## config.mk

```make
export PLATFORM = sky130hd
export DESIGN_NAME = wall_follow_drive_controller_top
export DESIGN_NICKNAME = d
export VERILOG_FILES = /design/src/sv/wfdc_pkg.sv /design/src/sv/wall_follow_drive_controller_top.sv /design/src/sv/wfdc_cfg.sv /design/src/sv/wfdc_core.sv
export SDC_FILE = /design/constraint.sdc
export NUM_CORES = 1
export LEC_CHECK = 0
export ABC_AREA = 1
export BUFFER_PORTS_ARGS = -buffer_cell sky130_fd_sc_hd__buf_2
export CAP_MARGIN = 20
export CORE_MARGIN = 2
export CORE_UTILIZATION = 55
export CTS_BUF_LIST = sky130_fd_sc_hd__clkbuf_8
export DETAILED_ROUTE_END_ITERATION = 7
export PLACE_DENSITY = 0.88
export SLEW_MARGIN = 15
export SYNTH_ARGS = -nofsm -noshare
export SYNTH_HDL_FRONTEND = slang
export SYNTH_SLANG_ARGS = --single-unit
```

## constraint.sdc

```tcl
create_clock -name clk_i -period 4.4 [get_ports clk_i]
set_input_delay 0.44 -clock clk_i [delete_from_list [all_inputs] [get_ports clk_i]]
set_output_delay 0.44 -clock clk_i [all_outputs]
set_load 0.02 [all_outputs]
```

## src/sv/wfdc_pkg.sv

```systemverilog
package wfdc_pkg;

  localparam int unsigned DistW    = 10;
  localparam int unsigned MarginW  = 8;
  localparam int unsigned CompW    = 12;
  localparam int unsigned TurnW    = 11;
  localparam int unsigned SpeedW   = 8;
  localparam int unsigned HeadW    = 20;
  localparam int unsigned TargetW  = 21;
  localparam int unsigned PhaseW   = 3;
  localparam int unsigned DirW     = 2;
  localparam int unsigned CfgIdxW  = 3;
  localparam int unsigned CfgDataW = 12;

  localparam logic signed [TargetW-1:0] QuarterTurn = 21'sd1440;

  localparam logic [CfgIdxW-1:0] CfgFrontSafe = 3'd0;
  localparam logic [CfgIdxW-1:0] CfgSafe      = 3'd1;
  localparam logic [CfgIdxW-1:0] CfgWallMrg   = 3'd2;
  localparam logic [CfgIdxW-1:0] CfgCompAng   = 3'd3;
  localparam logic [CfgIdxW-1:0] CfgTurnMrg   = 3'd4;
  localparam logic [CfgIdxW-1:0] CfgFullSpd   = 3'd5;

  localparam logic [PhaseW-1:0] PhWaitCorner = 3'd0;
  localparam logic [PhaseW-1:0] PhWaitClear  = 3'd1;
  localparam logic [PhaseW-1:0] PhFollow     = 3'd2;
  localparam logic [PhaseW-1:0] PhTurnLeft   = 3'd3;
  localparam logic [PhaseW-1:0] PhTurnRight  = 3'd4;
  localparam logic [PhaseW-1:0] PhNudgeLeft  = 3'd5;
  localparam logic [PhaseW-1:0] PhNudgeRight = 3'd6;
  localparam logic [PhaseW-1:0] PhRealign    = 3'd7;

  localparam logic [DirW-1:0] DirStop = 2'd0;
  localparam logic [DirW-1:0] DirFwd  = 2'd1;
  localparam logic [DirW-1:0] DirBack = 2'd2;

  typedef struct packed {
    logic [DistW-1:0]   front_safe_distance;
    logic [DistW-1:0]   safe_distance;
    logic [MarginW-1:0] wall_margin;
    logic [CompW-1:0]   nudge_angle;
    logic [TurnW-1:0]   turn_margin;
    logic [SpeedW-1:0]  full_speed;
  } cfg_t;

  typedef struct packed {
    logic [DistW-1:0]        front_distance;
    logic [DistW-1:0]        back_distance;
    logic [DistW-1:0]        right_distance;
    logic signed [HeadW-1:0] heading;
    logic                    restart;
  } item_t;

  typedef struct packed {
    logic              drive_valid;
    logic [DirW-1:0]   left_direction;
    logic [SpeedW-1:0] left_speed;
    logic [DirW-1:0]   right_direction;
    logic [SpeedW-1:0] right_speed;
    logic [PhaseW-1:0] phase;
    logic              recalibrate;
  } result_t;

endpackage

```

## src/sv/wall_follow_drive_controller_top.sv

```systemverilog
// Right-wall-following drive controller.
// Input channel (in_valid_i/in_ready_o) carries one sensor tick: three range
// readings in cm, the unwrapped heading in 1/16 degree and a restart flag.
// Output channel (out_valid_o/out_ready_i) returns one result per tick: motor
// directions and speeds, drive_valid (0 while the motors hold), the phase
// entered on this tick and a recalibrate pulse that mirrors restart.
// The transfer edge captures the tick in an input register; the phase machine
// evaluates it combinationally and the result register loads the outcome once
// the result register is empty or being read by the receiver.
// Throughput is one tick per cycle unless the receiver stalls; the phase and
// target heading registers update in the same cycle the result register loads,
// so each tick sees the state left by the previous one.
// When the receiver stalls, the result register holds and the input register
// keeps one further tick; in_ready_o drops only when both are full.
// Reset clears both valid flags, sets the phase to wait-for-corner, the target
// heading to zero and the six configuration registers to their defaults.
// Write configuration through cfg_we_i/cfg_idx_i/cfg_wdata_i only while idle;
// indexes 6 and 7 are ignored.
module wall_follow_drive_controller_top (
  input  logic                               clk_i,
  input  logic                               rst_ni,
  input  logic                               cfg_we_i,
  input  logic [wfdc_pkg::CfgIdxW-1:0]       cfg_idx_i,
  input  logic [wfdc_pkg::CfgDataW-1:0]      cfg_wdata_i,
  input  logic                               in_valid_i,
  output logic                               in_ready_o,
  input  logic [wfdc_pkg::DistW-1:0]         front_distance_i,
  input  logic [wfdc_pkg::DistW-1:0]         back_distance_i,
  input  logic [wfdc_pkg::DistW-1:0]         right_distance_i,
  input  logic signed [wfdc_pkg::HeadW-1:0]  heading_i,
  input  logic                               restart_i,
  output logic                               out_valid_o,
  input  logic                               out_ready_i,
  output logic                               drive_valid_o,
  output logic [wfdc_pkg::DirW-1:0]          left_direction_o,
  output logic [wfdc_pkg::SpeedW-1:0]        left_speed_o,
  output logic [wfdc_pkg::DirW-1:0]          right_direction_o,
  output logic [wfdc_pkg::SpeedW-1:0]        right_speed_o,
  output logic [wfdc_pkg::PhaseW-1:0]        phase_o,
  output logic                               recalibrate_o
);
  import wfdc_pkg::*;

  cfg_t    cfg;
  item_t   in_q;
  result_t res, out_q;
  logic    in_valid_q, out_valid_q, adv, in_xfer;

  wfdc_cfg u_cfg (
    .clk_i       (clk_i),
    .rst_ni      (rst_ni),
    .cfg_we_i    (cfg_we_i),
    .cfg_idx_i   (cfg_idx_i),
    .cfg_wdata_i (cfg_wdata_i),
    .cfg_o       (cfg)
  );

  assign adv        = in_valid_q && (!out_valid_q || out_ready_i);
  assign in_ready_o = !in_valid_q || adv;
  assign in_xfer    = in_valid_i && in_ready_o;

  always_ff @(posedge clk_i or negedge rst_ni) begin
    if (!rst_ni) begin
      in_valid_q <= 1'b0;
    end else if (in_xfer) begin
      in_valid_q <= 1'b1;
    end else if (adv) begin
      in_valid_q <= 1'b0;
    end
  end

  always_ff @(posedge clk_i) begin
    if (in_xfer) begin
      in_q.front_distance <= front_distance_i;
      in_q.back_distance  <= back_distance_i;
      in_q.right_distance <= right_distance_i;
      in_q.heading        <= heading_i;
      in_q.restart        <= restart_i;
    end
  end

  wfdc_core u_core (
    .clk_i  (clk_i),
    .rst_ni (rst_ni),
    .adv_i  (adv),
    .cfg_i  (cfg),
    .item_i (in_q),
    .res_o  (res)
  );

  always_ff @(posedge clk_i or negedge rst_ni) begin
    if (!rst_ni) begin
      out_valid_q <= 1'b0;
    end else if (adv) begin
      out_valid_q <= 1'b1;
    end else if (out_ready_i) begin
      out_valid_q <= 1'b0;
    end
  end

  always_ff @(posedge clk_i) begin
    if (adv) begin
      out_q <= res;
    end
  end

  assign out_valid_o       = out_valid_q;
  assign drive_valid_o     = out_q.drive_valid;
  assign left_direction_o  = out_q.left_direction;
  assign left_speed_o      = out_q.left_speed;
  assign right_direction_o = out_q.right_direction;
  assign right_speed_o     = out_q.right_speed;
  assign phase_o           = out_q.phase;
  assign recalibrate_o     = out_q.recalibrate;

endmodule

```

## src/sv/wfdc_cfg.sv

```systemverilog
module wfdc_cfg (
  input  logic                      clk_i,
  input  logic                      rst_ni,
  input  logic                      cfg_we_i,
  input  logic [wfdc_pkg::CfgIdxW-1:0]  cfg_idx_i,
  input  logic [wfdc_pkg::CfgDataW-1:0] cfg_wdata_i,
  output wfdc_pkg::cfg_t            cfg_o
);
  import wfdc_pkg::*;

  cfg_t cfg_q;

  always_ff @(posedge clk_i or negedge rst_ni) begin
    if (!rst_ni) begin
      cfg_q.front_safe_distance <= DistW'(30);
      cfg_q.safe_distance       <= DistW'(20);
      cfg_q.wall_margin         <= MarginW'(5);
      cfg_q.nudge_angle         <= CompW'(160);
      cfg_q.turn_margin         <= TurnW'(80);
      cfg_q.full_speed          <= SpeedW'(200);
    end else if (cfg_we_i) begin
      unique case (cfg_idx_i)
        CfgFrontSafe: cfg_q.front_safe_distance <= cfg_wdata_i[DistW-1:0];
        CfgSafe:      cfg_q.safe_distance       <= cfg_wdata_i[DistW-1:0];
        CfgWallMrg:   cfg_q.wall_margin         <= cfg_wdata_i[MarginW-1:0];
        CfgCompAng:   cfg_q.nudge_angle         <= cfg_wdata_i[CompW-1:0];
        CfgTurnMrg:   cfg_q.turn_margin         <= cfg_wdata_i[TurnW-1:0];
        CfgFullSpd:   cfg_q.full_speed          <= cfg_wdata_i[SpeedW-1:0];
        default: ;
      endcase
    end
  end

  assign cfg_o = cfg_q;

endmodule

```

## src/sv/wfdc_core.sv

```systemverilog
module wfdc_core (
  input  logic              clk_i,
  input  logic              rst_ni,
  input  logic              adv_i,
  input  wfdc_pkg::cfg_t    cfg_i,
  input  wfdc_pkg::item_t   item_i,
  output wfdc_pkg::result_t res_o
);
  import wfdc_pkg::*;

  logic [PhaseW-1:0]         phase_q, phase_d, nxt;
  logic signed [TargetW-1:0] target_q, target_d;
  logic signed [TargetW-1:0] head_w, tgt_left, tgt_right, tgt_nl, tgt_nr;
  logic signed [DistW+1:0]   near_lim, right_s;
  logic [DistW:0]            far_lim;
  logic                      obs_front, obs_back, obs_right;
  logic [DirW-1:0]           ld, rd;
  logic                      valid;

  assign obs_front = item_i.front_distance <= cfg_i.front_safe_distance;
  assign obs_back  = item_i.back_distance  <= cfg_i.safe_distance;
  assign obs_right = item_i.right_distance <= cfg_i.safe_distance;

  assign near_lim = $signed({2'b00, cfg_i.safe_distance})
                  - $signed({4'b0000, cfg_i.wall_margin});
  assign right_s  = $signed({2'b00, item_i.right_distance});
  assign far_lim  = {1'b0, cfg_i.safe_distance} + {3'b000, cfg_i.wall_margin};

  assign head_w    = {item_i.heading[HeadW-1], item_i.heading};
  assign tgt_left  = head_w + QuarterTurn - $signed({10'b0, cfg_i.turn_margin});
  assign tgt_right = head_w - QuarterTurn + $signed({10'b0, cfg_i.turn_margin});
  assign tgt_nl    = head_w + $signed({9'b0, cfg_i.nudge_angle});
  assign tgt_nr    = head_w - $signed({9'b0, cfg_i.nudge_angle});

  always_comb begin
    nxt      = phase_q;
    target_d = target_q;
    unique case (phase_q)
      PhWaitCorner: if (obs_right && obs_back) nxt = PhWaitClear;
      PhWaitClear:  if (!obs_front) nxt = PhFollow;
      PhFollow: begin
        if (obs_front) begin
          nxt      = PhTurnLeft;
          target_d = tgt_left;
        end else if (!obs_right) begin
          nxt      = PhTurnRight;
          target_d = tgt_right;
        end else if (right_s < near_lim) begin
          nxt      = PhNudgeLeft;
          target_d = tgt_nl;
        end else if ({1'b0, item_i.right_distance} > far_lim) begin
          nxt      = PhNudgeRight;
          target_d = tgt_nr;
        end
      end
      PhTurnLeft:   if (target_q <= head_w) nxt = PhRealign;
      PhTurnRight:  if (target_q >= head_w) nxt = PhRealign;
      PhNudgeLeft:  if (target_q <= head_w) nxt = PhFollow;
      PhNudgeRight: if (target_q >= head_w) nxt = PhFollow;
      default:      if (obs_right) nxt = PhFollow;
    endcase
    phase_d = item_i.restart ? PhWaitCorner : nxt;
  end

  always_comb begin
    ld    = DirStop;
    rd    = DirStop;
    valid = 1'b1;
    unique case (phase_d)
      PhFollow, PhRealign: begin
        ld = DirFwd;
        rd = DirBack;
      end
      PhTurnLeft: begin
        ld = DirBack;
        rd = DirBack;
      end
      PhTurnRight: begin
        ld = DirFwd;
        rd = DirFwd;
      end
      PhNudgeLeft:  rd = DirBack;
      PhNudgeRight: ld = DirFwd;
      default:      valid = 1'b0;
    endcase
  end

  always_ff @(posedge clk_i or negedge rst_ni) begin
    if (!rst_ni) begin
      phase_q  <= PhWaitCorner;
      target_q <= '0;
    end else if (adv_i) begin
      phase_q  <= phase_d;
      target_q <= target_d;
    end
  end

  assign res_o.drive_valid     = valid;
  assign res_o.left_direction  = ld;
  assign res_o.left_speed      = (ld == DirStop) ? '0 : cfg_i.full_speed;
  assign res_o.right_direction = rd;
  assign res_o.right_speed     = (rd == DirStop) ? '0 : cfg_i.full_speed;
  assign res_o.phase           = phase_d;
  assign res_o.recalibrate     = item_i.restart;

endmodule
```

==> impl_metrics.env, run 1 <==
export IMPL_status="finished with violations"
export IMPL_violations="negative hold slack, negative setup slack"
export IMPL_drt_wl_total_mm=35.9
export IMPL_grt_overflow=0
export IMPL_internal_power_w=0.00498
export IMPL_crit_path_start_kind="flop"
export IMPL_critPathSlowestCell="dfstp_2"
export IMPL_synth_ff_type="edfxtp_1"
export IMPL_fin_cells=1975
export IMPL_crit_family="compound AO/OA/AOI/OAI gates"
export IMPL_drv_slew=0
export IMPL_fin_crit_sh=1.16
export IMPL_synth_area_per_cell_um2=7.98
export IMPL_p_per_area_mw_per_mm2=653
export IMPL_cts_sinks=161
export IMPL_setup_ws_ps=-705
export IMPL_grt_max_degree=52
export IMPL_power_switching_w=0.00455
export IMPL_yosysWarnings=0
export IMPL_diodes=0
export IMPL_arrival_ps=5480
export IMPL_total_power_w=0.00953
export IMPL_irDropWorstVdd_mv=0.349
export IMPL_ys_seq_area_frac=0.370
export IMPL_synth_top_area_share=0.191
export IMPL_p_seq_frac=0.225
export IMPL_path_depth=34
export IMPL_cts_buffers=17
export IMPL_dieArea_mm2=0.0230
export IMPL_slew_headroom=0.432
export IMPL_synth_cell_types=48
export IMPL_cts_tree="built"
export IMPL_syn_num_nets=1736
export IMPL_first_global_vias=11200
export IMPL_layout_drive_gt1_share=0.221
export IMPL_fmax_ghz=0.196
export IMPL_critPathRequiredTime_ps=4770
export IMPL_seq_area_mm2=0.00443
export IMPL_yosys_top_cells_area="edfxtp_1, ha_1, dfrtp_1"
export IMPL_drt_iter0_markers=976
export IMPL_synth_area_leader_cell="edfxtp_1"
export IMPL_finalNetCount=1922
export IMPL_cts_clk_slew_worst_paths_ps=120
export IMPL_die_y_um=152
export IMPL_path_max_fanout=5
export IMPL_timing_critical_path_buf_inv=4
export IMPL_place_congestion=0.970
export IMPL_rr_worst_depth=34
export IMPL_crit_type="reg -> reg"
export IMPL_multi_input_area_mm2=0.00733
export IMPL_cap_violations=0
export IMPL_setup_viol=19
export IMPL_grt_usage=0.306
export IMPL_pre_cts_slack_ps=-390
export IMPL_synth_most_common_cell="nand2_1"
export IMPL_ios=98
export IMPL_rsz0062_at_grt="yes"
export IMPL_vias=11400
export IMPL_p_leak_nw=7.30
export IMPL_wire_per_inst_um=18.2
export IMPL_remaining_drc_errors=0
export IMPL_synthArstFlopShare=0.528
export IMPL_avgViaCountPerCell=5.80
export IMPL_skew_ps=18.2
export IMPL_grt_pass1_wl_mm=54.7
export IMPL_hold_viol=5
export IMPL_core_region_area_mm2=0.0212
export IMPL_clk_latency_ps=490
export IMPL_worst_pin_slew_ps=849
export IMPL_synth_seq_cells=161
export IMPL_timing_hold_ws_ps=-11.3
export IMPL_hold_class="in -> async"
export IMPL_core_rowCount=53
export IMPL_synth_edf_count=76
export IMPL_die_width_um=152
export IMPL_r2r_setup_slack_ps=-700
export IMPL_switching_share=0.477
export IMPL_antenna_found_initial=0
export IMPL_first_pass_iters=5
export IMPL_final_util=0.688
export IMPL_clockPowerShare=0.123
export IMPL_io_buffers=97
export IMPL_endpoint_kind="flop"
export IMPL_period_needed_ps=5100
export IMPL_final_antenna_net_count=0
export IMPL_synthTopCellsByCount="nand2_1, inv_1, ha_1, a21oi_1, o21ai_0"
export IMPL_holdBufCountCts=0
export IMPL_synth_cells=1501
export IMPL_synthesis_area_mm2=0.0120
export IMPL_fillers=1572
export IMPL_start_util=0.564
export IMPL_dp_cells=1914
export IMPL_cp_common_cell="nand2_1"
export IMPL_area_delta_synth_final_pct=21.9
export IMPL_worst_path_largest_cell_delay_ps=560
export IMPL_htree_levels=4
export IMPL_root_buffer="clkbuf_8"
export IMPL_clk_path_buf_depth=2
export IMPL_post_dp_hpwl_mm=25.2
export IMPL_combPwrFrac=0.652
[worst paths after layout]
kind,start,endpoint
min in group clk_i,heading_i[7],in_q[8]
worst min register to register,u_cfg.cfg_o[52],u_cfg.cfg_o[52]
worst max register to register,u_cfg.cfg_o[33],u_core.target_q[20]
worst max-delay path,u_cfg.cfg_o[33],u_core.target_q[20]
worst min-delay path,rst_ni,u_core.target_q[6]
max in group asynchronous,rst_ni,u_cfg.cfg_o[24]
[per-layer routing]
| layer | vias to the layer above | track usage | wire length (µm) |
|---|---|---|---|
| met5 | - | 0 | 0 |
| met4 | 0 | 0.121 | 1580 |
| met2 | 545 | 0.536 | 17400 |
| met3 | 124 | 0.0464 | 2610 |
| li1 | 5368 | - | - |
| met1 | 5411 | 0.379 | 14400 |
[state kept, by name, indices dropped and copies added (netlist names)]
signal and flops:
u_core.target_q 21, left_direction_o 2, phase_o 3, right_speed_o 8
drive_valid_o 1, recalibrate_o 1, out_valid_o 1, right_direction_o 2
left_speed_o 8, in_q 51, u_cfg.cfg_o 59, u_core.phase_q 3
in_valid_q 1
[metrics by stage]
stage               TNS [ps]  area, µm²
floorplan               -125      12100
CTS                    -1940      14200
detailed placement     -3880      13300
global route          -16190      14600
finish                 -9200      14600
global placement       -1670      13300
[area by class of cell]
cell class | count | share of cell area
timing repair buffer | 196 | 0.0887
inverter | 207 | 0.0538
sequential | 161 | 0.303
clock inverter | 15 | 0.0123
clock buffer | 17 | 0.0160
multi-input combinational | 1104 | 0.502
tap | 275 | 0.0236
[repair_timing]
| item | CTS | global route |
|---|---|---|
| cloned | 1 | 2 |
| setup endpoints to repair | 35 | 39 |
| setup buffers | 12 | 14 |
| pin swaps | 34 | 60 |
| gates resized for setup | 76 | 69 |
[power by group through the flow]
stage | combinational (W) | sequential (W) | clock [W]
after floorplan | 0.00328 | 0.00214 | 0
after global placement | 0.00467 | 0.00214 | 0
after detailed placement | 0.00483 | 0.00215 | 0
after CTS | 0.00548 | 0.00213 | 0.00116
after global routing | 0.00677 | 0.00217 | 0.00122
final | 0.00621 | 0.00215 | 0.00117
[placed cells by master (no fill, tap or decap), drive strengths merged, types with 4 or more instances in the layout]
master / instances
a21boi: 4
a21o: 11
a21oi: 140
a31oi: 11
buf: 196
clkbuf: 17
clkinv: 7
dfrtp: 70
dfstp: 15
edfxtp: 76
fa: 5
ha: 159
inv: 214
nand2: 349
nand3: 50
nand4: 16
nor2: 124
nor3: 12
o211ai: 7
o21a: 4
o21ai: 128
o21bai: 4
xnor2: 15
xor2: 43
[kinds of logic after synthesis]
kind of cell,share of synthesized area
AO/OA/AOI/OAI,0.145
XOR/XNOR,0.0424
adder cells (fa/ha/maj),0.175
buffers and inverters,0.0756
flip-flops,0.370
multiplexers,0.000940
AND/OR/NAND/NOR,0.192
Power figures use the tool's default switching activity.
==> run 2, diff against run 1 <==
--- a/config.mk
+++ b/config.mk
@@ -6,13 +6,14 @@
 export NUM_CORES = 1
 export LEC_CHECK = 0
 export ABC_AREA = 1
-export BUFFER_PORTS_ARGS = -buffer_cell sky130_fd_sc_hd__buf_2
+export BUFFER_PORTS_ARGS = -buffer_cell sky130_fd_sc_hd__buf_4
 export CAP_MARGIN = 20
 export CORE_MARGIN = 2
 export CORE_UTILIZATION = 55
 export CTS_BUF_LIST = sky130_fd_sc_hd__clkbuf_8
 export DETAILED_ROUTE_END_ITERATION = 7
 export PLACE_DENSITY = 0.88
+export SKIP_LAST_GASP = 1
 export SLEW_MARGIN = 15
 export SYNTH_ARGS = -nofsm -noshare
 export SYNTH_HDL_FRONTEND = slang
==> impl_metrics.env, run 2 (synthesis results as in run 1) <==
export IMPL_status="finished with violations"
export IMPL_violations="negative hold slack, negative setup slack"
export IMPL_cts_buffers=17
export IMPL_skew_ps=27.7
export IMPL_p_per_area_mw_per_mm2=647
export IMPL_crit_type="reg -> reg"
export IMPL_die_y_um=152
export IMPL_root_buffer="clkbuf_8"
export IMPL_wire_per_inst_um=18.3
export IMPL_layout_drive_gt1_share=0.213
export IMPL_die_width_um=152
export IMPL_remaining_drc_errors=0
export IMPL_drt_wl_total_mm=36.0
export IMPL_core_rowCount=53
export IMPL_critPathSlowestCell="dfstp_2"
export IMPL_slew_headroom=0.373
export IMPL_avgViaCountPerCell=5.83
export IMPL_final_common_cell="nand2_1"
export IMPL_rsz0062_at_grt="yes"
export IMPL_ios=98
export IMPL_diodes=0
export IMPL_fmax_ghz=0.198
export IMPL_grt_usage=0.308
export IMPL_io_buffers=97
export IMPL_endpoint_kind="flop"
export IMPL_area_delta_synth_final_pct=23.2
export IMPL_fillers=1507
export IMPL_first_global_vias=11200
export IMPL_crit_path_start_kind="flop"
export IMPL_grt_pass1_wl_mm=54.7
export IMPL_worst_path_largest_cell_delay_ps=560
export IMPL_crit_family="simple AND/OR/NAND/NOR gates"
export IMPL_grt_max_degree=52
export IMPL_drt_iter0_markers=1169
export IMPL_timing_hold_ws_ps=-0.790
export IMPL_p_leak_nw=7.36
export IMPL_vias=11500
export IMPL_timing_critical_path_buf_inv=4
export IMPL_hold_class="in -> async"
export IMPL_first_pass_iters=5
export IMPL_start_util=0.564
export IMPL_clk_path_buf_depth=2
export IMPL_fin_crit_sh=1.15
export IMPL_final_cell_mix="nand2_1, inv_1, buf_4"
export IMPL_final_antenna_net_count=0
export IMPL_arrival_ps=5480
export IMPL_largest_reg_flops=59
export IMPL_holdBufCountCts=0
export IMPL_total_power_w=0.00954
export IMPL_cts_clk_slew_worst_paths_ps=130
export IMPL_path_max_fanout=5
export IMPL_finalNetCount=1916
export IMPL_critPathRequiredTime_ps=4830
export IMPL_cts_sinks=161
export IMPL_dieArea_mm2=0.0230
export IMPL_grt_overflow=0
export IMPL_cp_common_cell="nand2_1"
export IMPL_worst_pin_slew_ps=941
export IMPL_final_util=0.695
export IMPL_place_congestion=0.946
export IMPL_period_needed_ps=5050
export IMPL_cap_violations=0
export IMPL_clk_latency_ps=500
export IMPL_core_region_area_mm2=0.0212
export IMPL_post_dp_hpwl_mm=25.2
export IMPL_cts_tree="built"
export IMPL_antenna_found_initial=0
export IMPL_htree_levels=4
export IMPL_hold_viol=2
export IMPL_irDropWorstVdd_mv=0.410
export IMPL_setup_ws_ps=-652
export IMPL_setup_viol=17
export IMPL_drv_slew=0
-- run 2: repair_timing --
| item | in CTS | in global routing |
|---|---|---|
| buffers inserted | 11 | 10 |
| gates cloned | 1 | 1 |
| resized for setup | 52 | 75 |
| endpoints found under the setup margin | 16 | 43 |
| pin swaps | 18 | 48 |
-- run 2: layout make-up --
class / count / area, µm² / share of cell area
clock buffers: 17 / 234 / 0.0159
clock inverters: 15 / 204 / 0.0138
inverters: 207 / 778 / 0.0528
multi-input cells: 1103 / 7280 / 0.494
flip-flops and latches: 161 / 4430 / 0.300
well taps: 275 / 344 / 0.0233
repair buffers: 191 / 1480 / 0.100
-- run 2: path summary, 6_finish.rpt --
kind | cells past startpoint | slack [ps] | start | endpoint
setup reg to reg | 33 | -650 | u_cfg.cfg_o[33] | u_core.target_q[20]
max in group asynchronous | 2 | 3410 | rst_ni | u_cfg.cfg_o[50]
min in group clk_i | 1 | 100 | right_distance_i[6] | in_q[27]
hold / removal | 1 | -0.8 | rst_ni | u_core.target_q[18]
setup / recovery | 33 | -650 | u_cfg.cfg_o[33] | u_core.target_q[20]
hold reg to reg | 2 | 500 | u_cfg.cfg_o[14] | u_cfg.cfg_o[14]
-- run 2: routing by layer --
| layer | part of all wire | vias up | track usage | routed length [µm] |
|---|---|---|---|---|
| met5 | 0 | - | 0 | 0 |
| met3 | 0.086 | 170 | 0.0599 | 3110 |
| met4 | 0.057 | 0 | 0.160 | 2040 |
| met2 | 0.47 | 635 | 0.522 | 17000 |
| met1 | 0.38 | 5319 | 0.372 | 13800 |
| li1 | - | 5361 | - | - |
-- run 2: power by group --
group          switching, W  internal, W
combinational       0.00353      0.00267
sequential         0.000242      0.00191
clock              0.000750     0.000449
total               0.00452      0.00502
-- run 2: metrics by stage --
| step | area [µm²] | std cells | hold slack, ps | setup slack [ps] | TNS (ps) |
|---|---|---|---|---|---|
| 2_1_floorplan | 12100 | 1501 | 144 | -57.4 | -125 |
| 3_3_place_gp | 13600 | 1914 | 467 | -221 | -1410 |
| 3_5_place_dp | 13600 | 1914 | 479 | -446 | -4760 |
| 4_1_cts | 14300 | 1958 | 7.05 | -286 | -3050 |
| 5_1_grt | 14700 | 1969 | 38.0 | -857 | -13910 |
| 6_report | 14700 | 1969 | -0.790 | -652 | -6060 |
==> run 3, diff against run 2 <==
--- a/config.mk
+++ b/config.mk
@@ -14,7 +14,7 @@
 export DETAILED_ROUTE_END_ITERATION = 7
 export PLACE_DENSITY = 0.88
 export SKIP_LAST_GASP = 1
-export SLEW_MARGIN = 15
 export SYNTH_ARGS = -nofsm -noshare
 export SYNTH_HDL_FRONTEND = slang
+export SYNTH_HIERARCHICAL = 1
 export SYNTH_SLANG_ARGS = --single-unit
==> impl_metrics.env, run 3 <==
export IMPL_period_needed_ps=4760
export IMPL_core_region_area_mm2=0.0218
export IMPL_fmax_ghz=0.210
export IMPL_synth_fa_ha_area_frac=0.171
export IMPL_cts_clk_slew_worst_paths_ps=100
export IMPL_synth_ff_type="edfxtp_1"
export IMPL_r2r_end="u_core/target_q[16]"
export IMPL_power_switching_w=0.00459
export IMPL_slew_headroom=0.330
export IMPL_pre_cts_slack_ps=-335
export IMPL_first_pass_iters=6
export IMPL_worst_path_largest_cell_delay_ps=570
export IMPL_yosys_top_cells_area="edfxtp_1, ha_1, dfrtp_1"
export IMPL_grt_max_degree=66
export IMPL_synthesis_area_mm2=0.0122
export IMPL_core_rowCount=54
export IMPL_total_power_w=0.00969
export IMPL_synth_compound_area_share=0.119
export IMPL_area_delta_synth_final_pct=22.8
export IMPL_die_y_um=153
export IMPL_setup_ws_ps=-358
export IMPL_synth_xor_area_frac=0.0430
export IMPL_fillers=1545
export IMPL_remaining_drc_errors=0
export IMPL_reg2reg_from="u_cfg/cfg_o[31]"
export IMPL_crit_path_start_kind="flop"
export IMPL_rr_worst_depth=31
export IMPL_dieArea_mm2=0.0235
export IMPL_drv_slew=0
export IMPL_final_util=0.688
export IMPL_p_leak_nw=7.46
export IMPL_cts_sinks=161
export IMPL_critPathRequiredTime_ps=4760
export IMPL_internal_power_w=0.00511
export IMPL_vias=12000
export IMPL_fin_crit_sh=1.08
export IMPL_crit_family="simple AND/OR/NAND/NOR gates"
export IMPL_arrival_ps=5120
export IMPL_clk_latency_ps=470
export IMPL_synth_cell_types=50
export IMPL_setup_viol=16
export IMPL_cts_buffers=17
export IMPL_ios=98
export IMPL_timing_critical_path_buf_inv=3
export IMPL_grt_usage=0.299
export IMPL_synth_top_area_share=0.187
export IMPL_p_per_area_mw_per_mm2=645
export IMPL_rsz0062_at_grt="yes"
export IMPL_die_width_um=153
export IMPL_synth_seq_cells=161
export IMPL_first_global_vias=11600
export IMPL_wire_per_inst_um=18.7
export IMPL_clk_path_buf_depth=2
export IMPL_avgViaCountPerCell=5.97
export IMPL_syn_num_nets=1763
export IMPL_seq_area_mm2=0.00443
export IMPL_final_antenna_net_count=0
export IMPL_switching_share=0.473
export IMPL_diodes=0
export IMPL_violations="negative setup slack"
export IMPL_grt_overflow=0
export IMPL_antenna_found_initial=0
export IMPL_drt_iter0_markers=1325
export IMPL_place_congestion=0.940
export IMPL_multi_input_area_mm2=0.00762
export IMPL_critPathSlowestCell="dfstp_2"
export IMPL_status="finished with violations"
export IMPL_synth_edf_count=76
export IMPL_layout_drive_gt1_share=0.231
export IMPL_p_seq_frac=0.221
export IMPL_synth_area_per_cell_um2=8.01
export IMPL_grt_pass1_wl_mm=56.5
export IMPL_cap_violations=0
export IMPL_irDropWorstVdd_mv=0.349
export IMPL_crit_type="reg -> reg"
export IMPL_skew_ps=20.4
export IMPL_synthTopCellsByCount="nand2_1, inv_1, ha_1, a21oi_1, nor2_1"
export IMPL_r2r_setup_slack_ps=-360
export IMPL_final_common_cell="nand2_1"
export IMPL_synth_area_leader_cell="edfxtp_1"
export IMPL_combPwrFrac=0.668
export IMPL_final_cell_mix="nand2_1, buf_4, inv_1"
export IMPL_hold_class="in -> async"
export IMPL_ys_seq_area_frac=0.362
export IMPL_finalNetCount=1950
export IMPL_drt_wl_total_mm=37.5
export IMPL_post_dp_hpwl_mm=26.3
export IMPL_io_buffers=97
export IMPL_cp_common_cell="nand2_1"
export IMPL_path_max_fanout=6
export IMPL_hold_viol=0
export IMPL_synthArstFlopShare=0.528
export IMPL_endpoint_kind="flop"
export IMPL_largest_reg_flops=59
export IMPL_worst_pin_slew_ps=1000
export IMPL_root_buffer="clkbuf_8"
export IMPL_synth_top_family_by_area="simple AND/OR/NAND/NOR gates"
export IMPL_cts_tree="built"
export IMPL_synth_mux_area_frac=0
export IMPL_yosysWarnings=6
export IMPL_synth_cells=1528
export IMPL_htree_levels=4
export IMPL_clockPowerShare=0.111
export IMPL_start_util=0.561
export IMPL_synthSimpleGateAreaFrac=0.235
export IMPL_synth_most_common_cell="nand2_1"
-- run 3: worst max-delay path by stage --
stage,from,end,cells after the start
2_1_floorplan,u_cfg/cfg_o[33],u_core/target_q[14],35
3_3_place_gp,u_cfg/cfg_o[31],u_core/target_q[14],31
3_5_place_dp,u_cfg/cfg_o[31],u_core/target_q[16],31
4_1_cts,u_cfg/cfg_o[31],u_core/target_q[16],30
5_1_grt,u_cfg/cfg_o[31],u_core/target_q[16],30
6_report,u_cfg/cfg_o[31],u_core/target_q[16],31
-- run 3: kinds of logic (layout without fill, tap and decap cells) --
family | count (synthesis) | after routing
AND/OR/NAND/NOR | 669 | 670
buffers and inverters | 216 | 415
AO/OA/AOI/OAI | 258 | 258
XOR/XNOR | 60 | 60
flip-flops | 161 | 161
adder cells (fa/ha/maj) | 164 | 164
-- run 3: per-layer routing --
metal  up-vias  wire length [µm]  track usage  part of all wire
met5         -                 0            0                 0
met4         0              2380        0.155             0.063
met3       202              3230       0.0417             0.086
met2       728             17800        0.500              0.47
met1      5592             14200        0.378              0.38
li1       5458                 -            -                 -
-- run 3: final cells by class --
class / instances / area share
repair buffers: 194 / 0.101
inverters: 189 / 0.0484
clock buffers: 18 / 0.0165
multi-input cells: 1152 / 0.507
well taps: 280 / 0.0233
clock inverters: 14 / 0.00850
flip-flops and latches: 161 / 0.295
-- run 3: timing repair --
item                       in CTS  in global routing
resized for setup              78                 74
setup endpoints to repair      17                 38
pin swaps                      38                 59
hold buffers                    0                  0
buffers inserted                9                  8
cloned                          1                  0
-- run 3: power by group through the flow --
stage | Sequential, W | Clock [W] | Combinational (W)
after floorplan | 0.00214 | 0 | 0.00324
after global placement | 0.00214 | 0 | 0.00474
after detailed placement | 0.00216 | 0 | 0.00493
after CTS | 0.00213 | 0.00108 | 0.00555
after global routing | 0.00217 | 0.00114 | 0.00689
final | 0.00214 | 0.00107 | 0.00647
-- run 3: through the flow --
stage	TNS, ps	hold slack (ps)	cell area (µm²)	instances
after floorplan	-0.942	144	12300	1528
final	-2540	74.9	15000	2008
after global routing	-5550	125	15000	2008
after detailed placement	-3030	459	13800	1957
after global placement	-1100	450	13800	1957
after CTS	-274	79.5	14600	1999
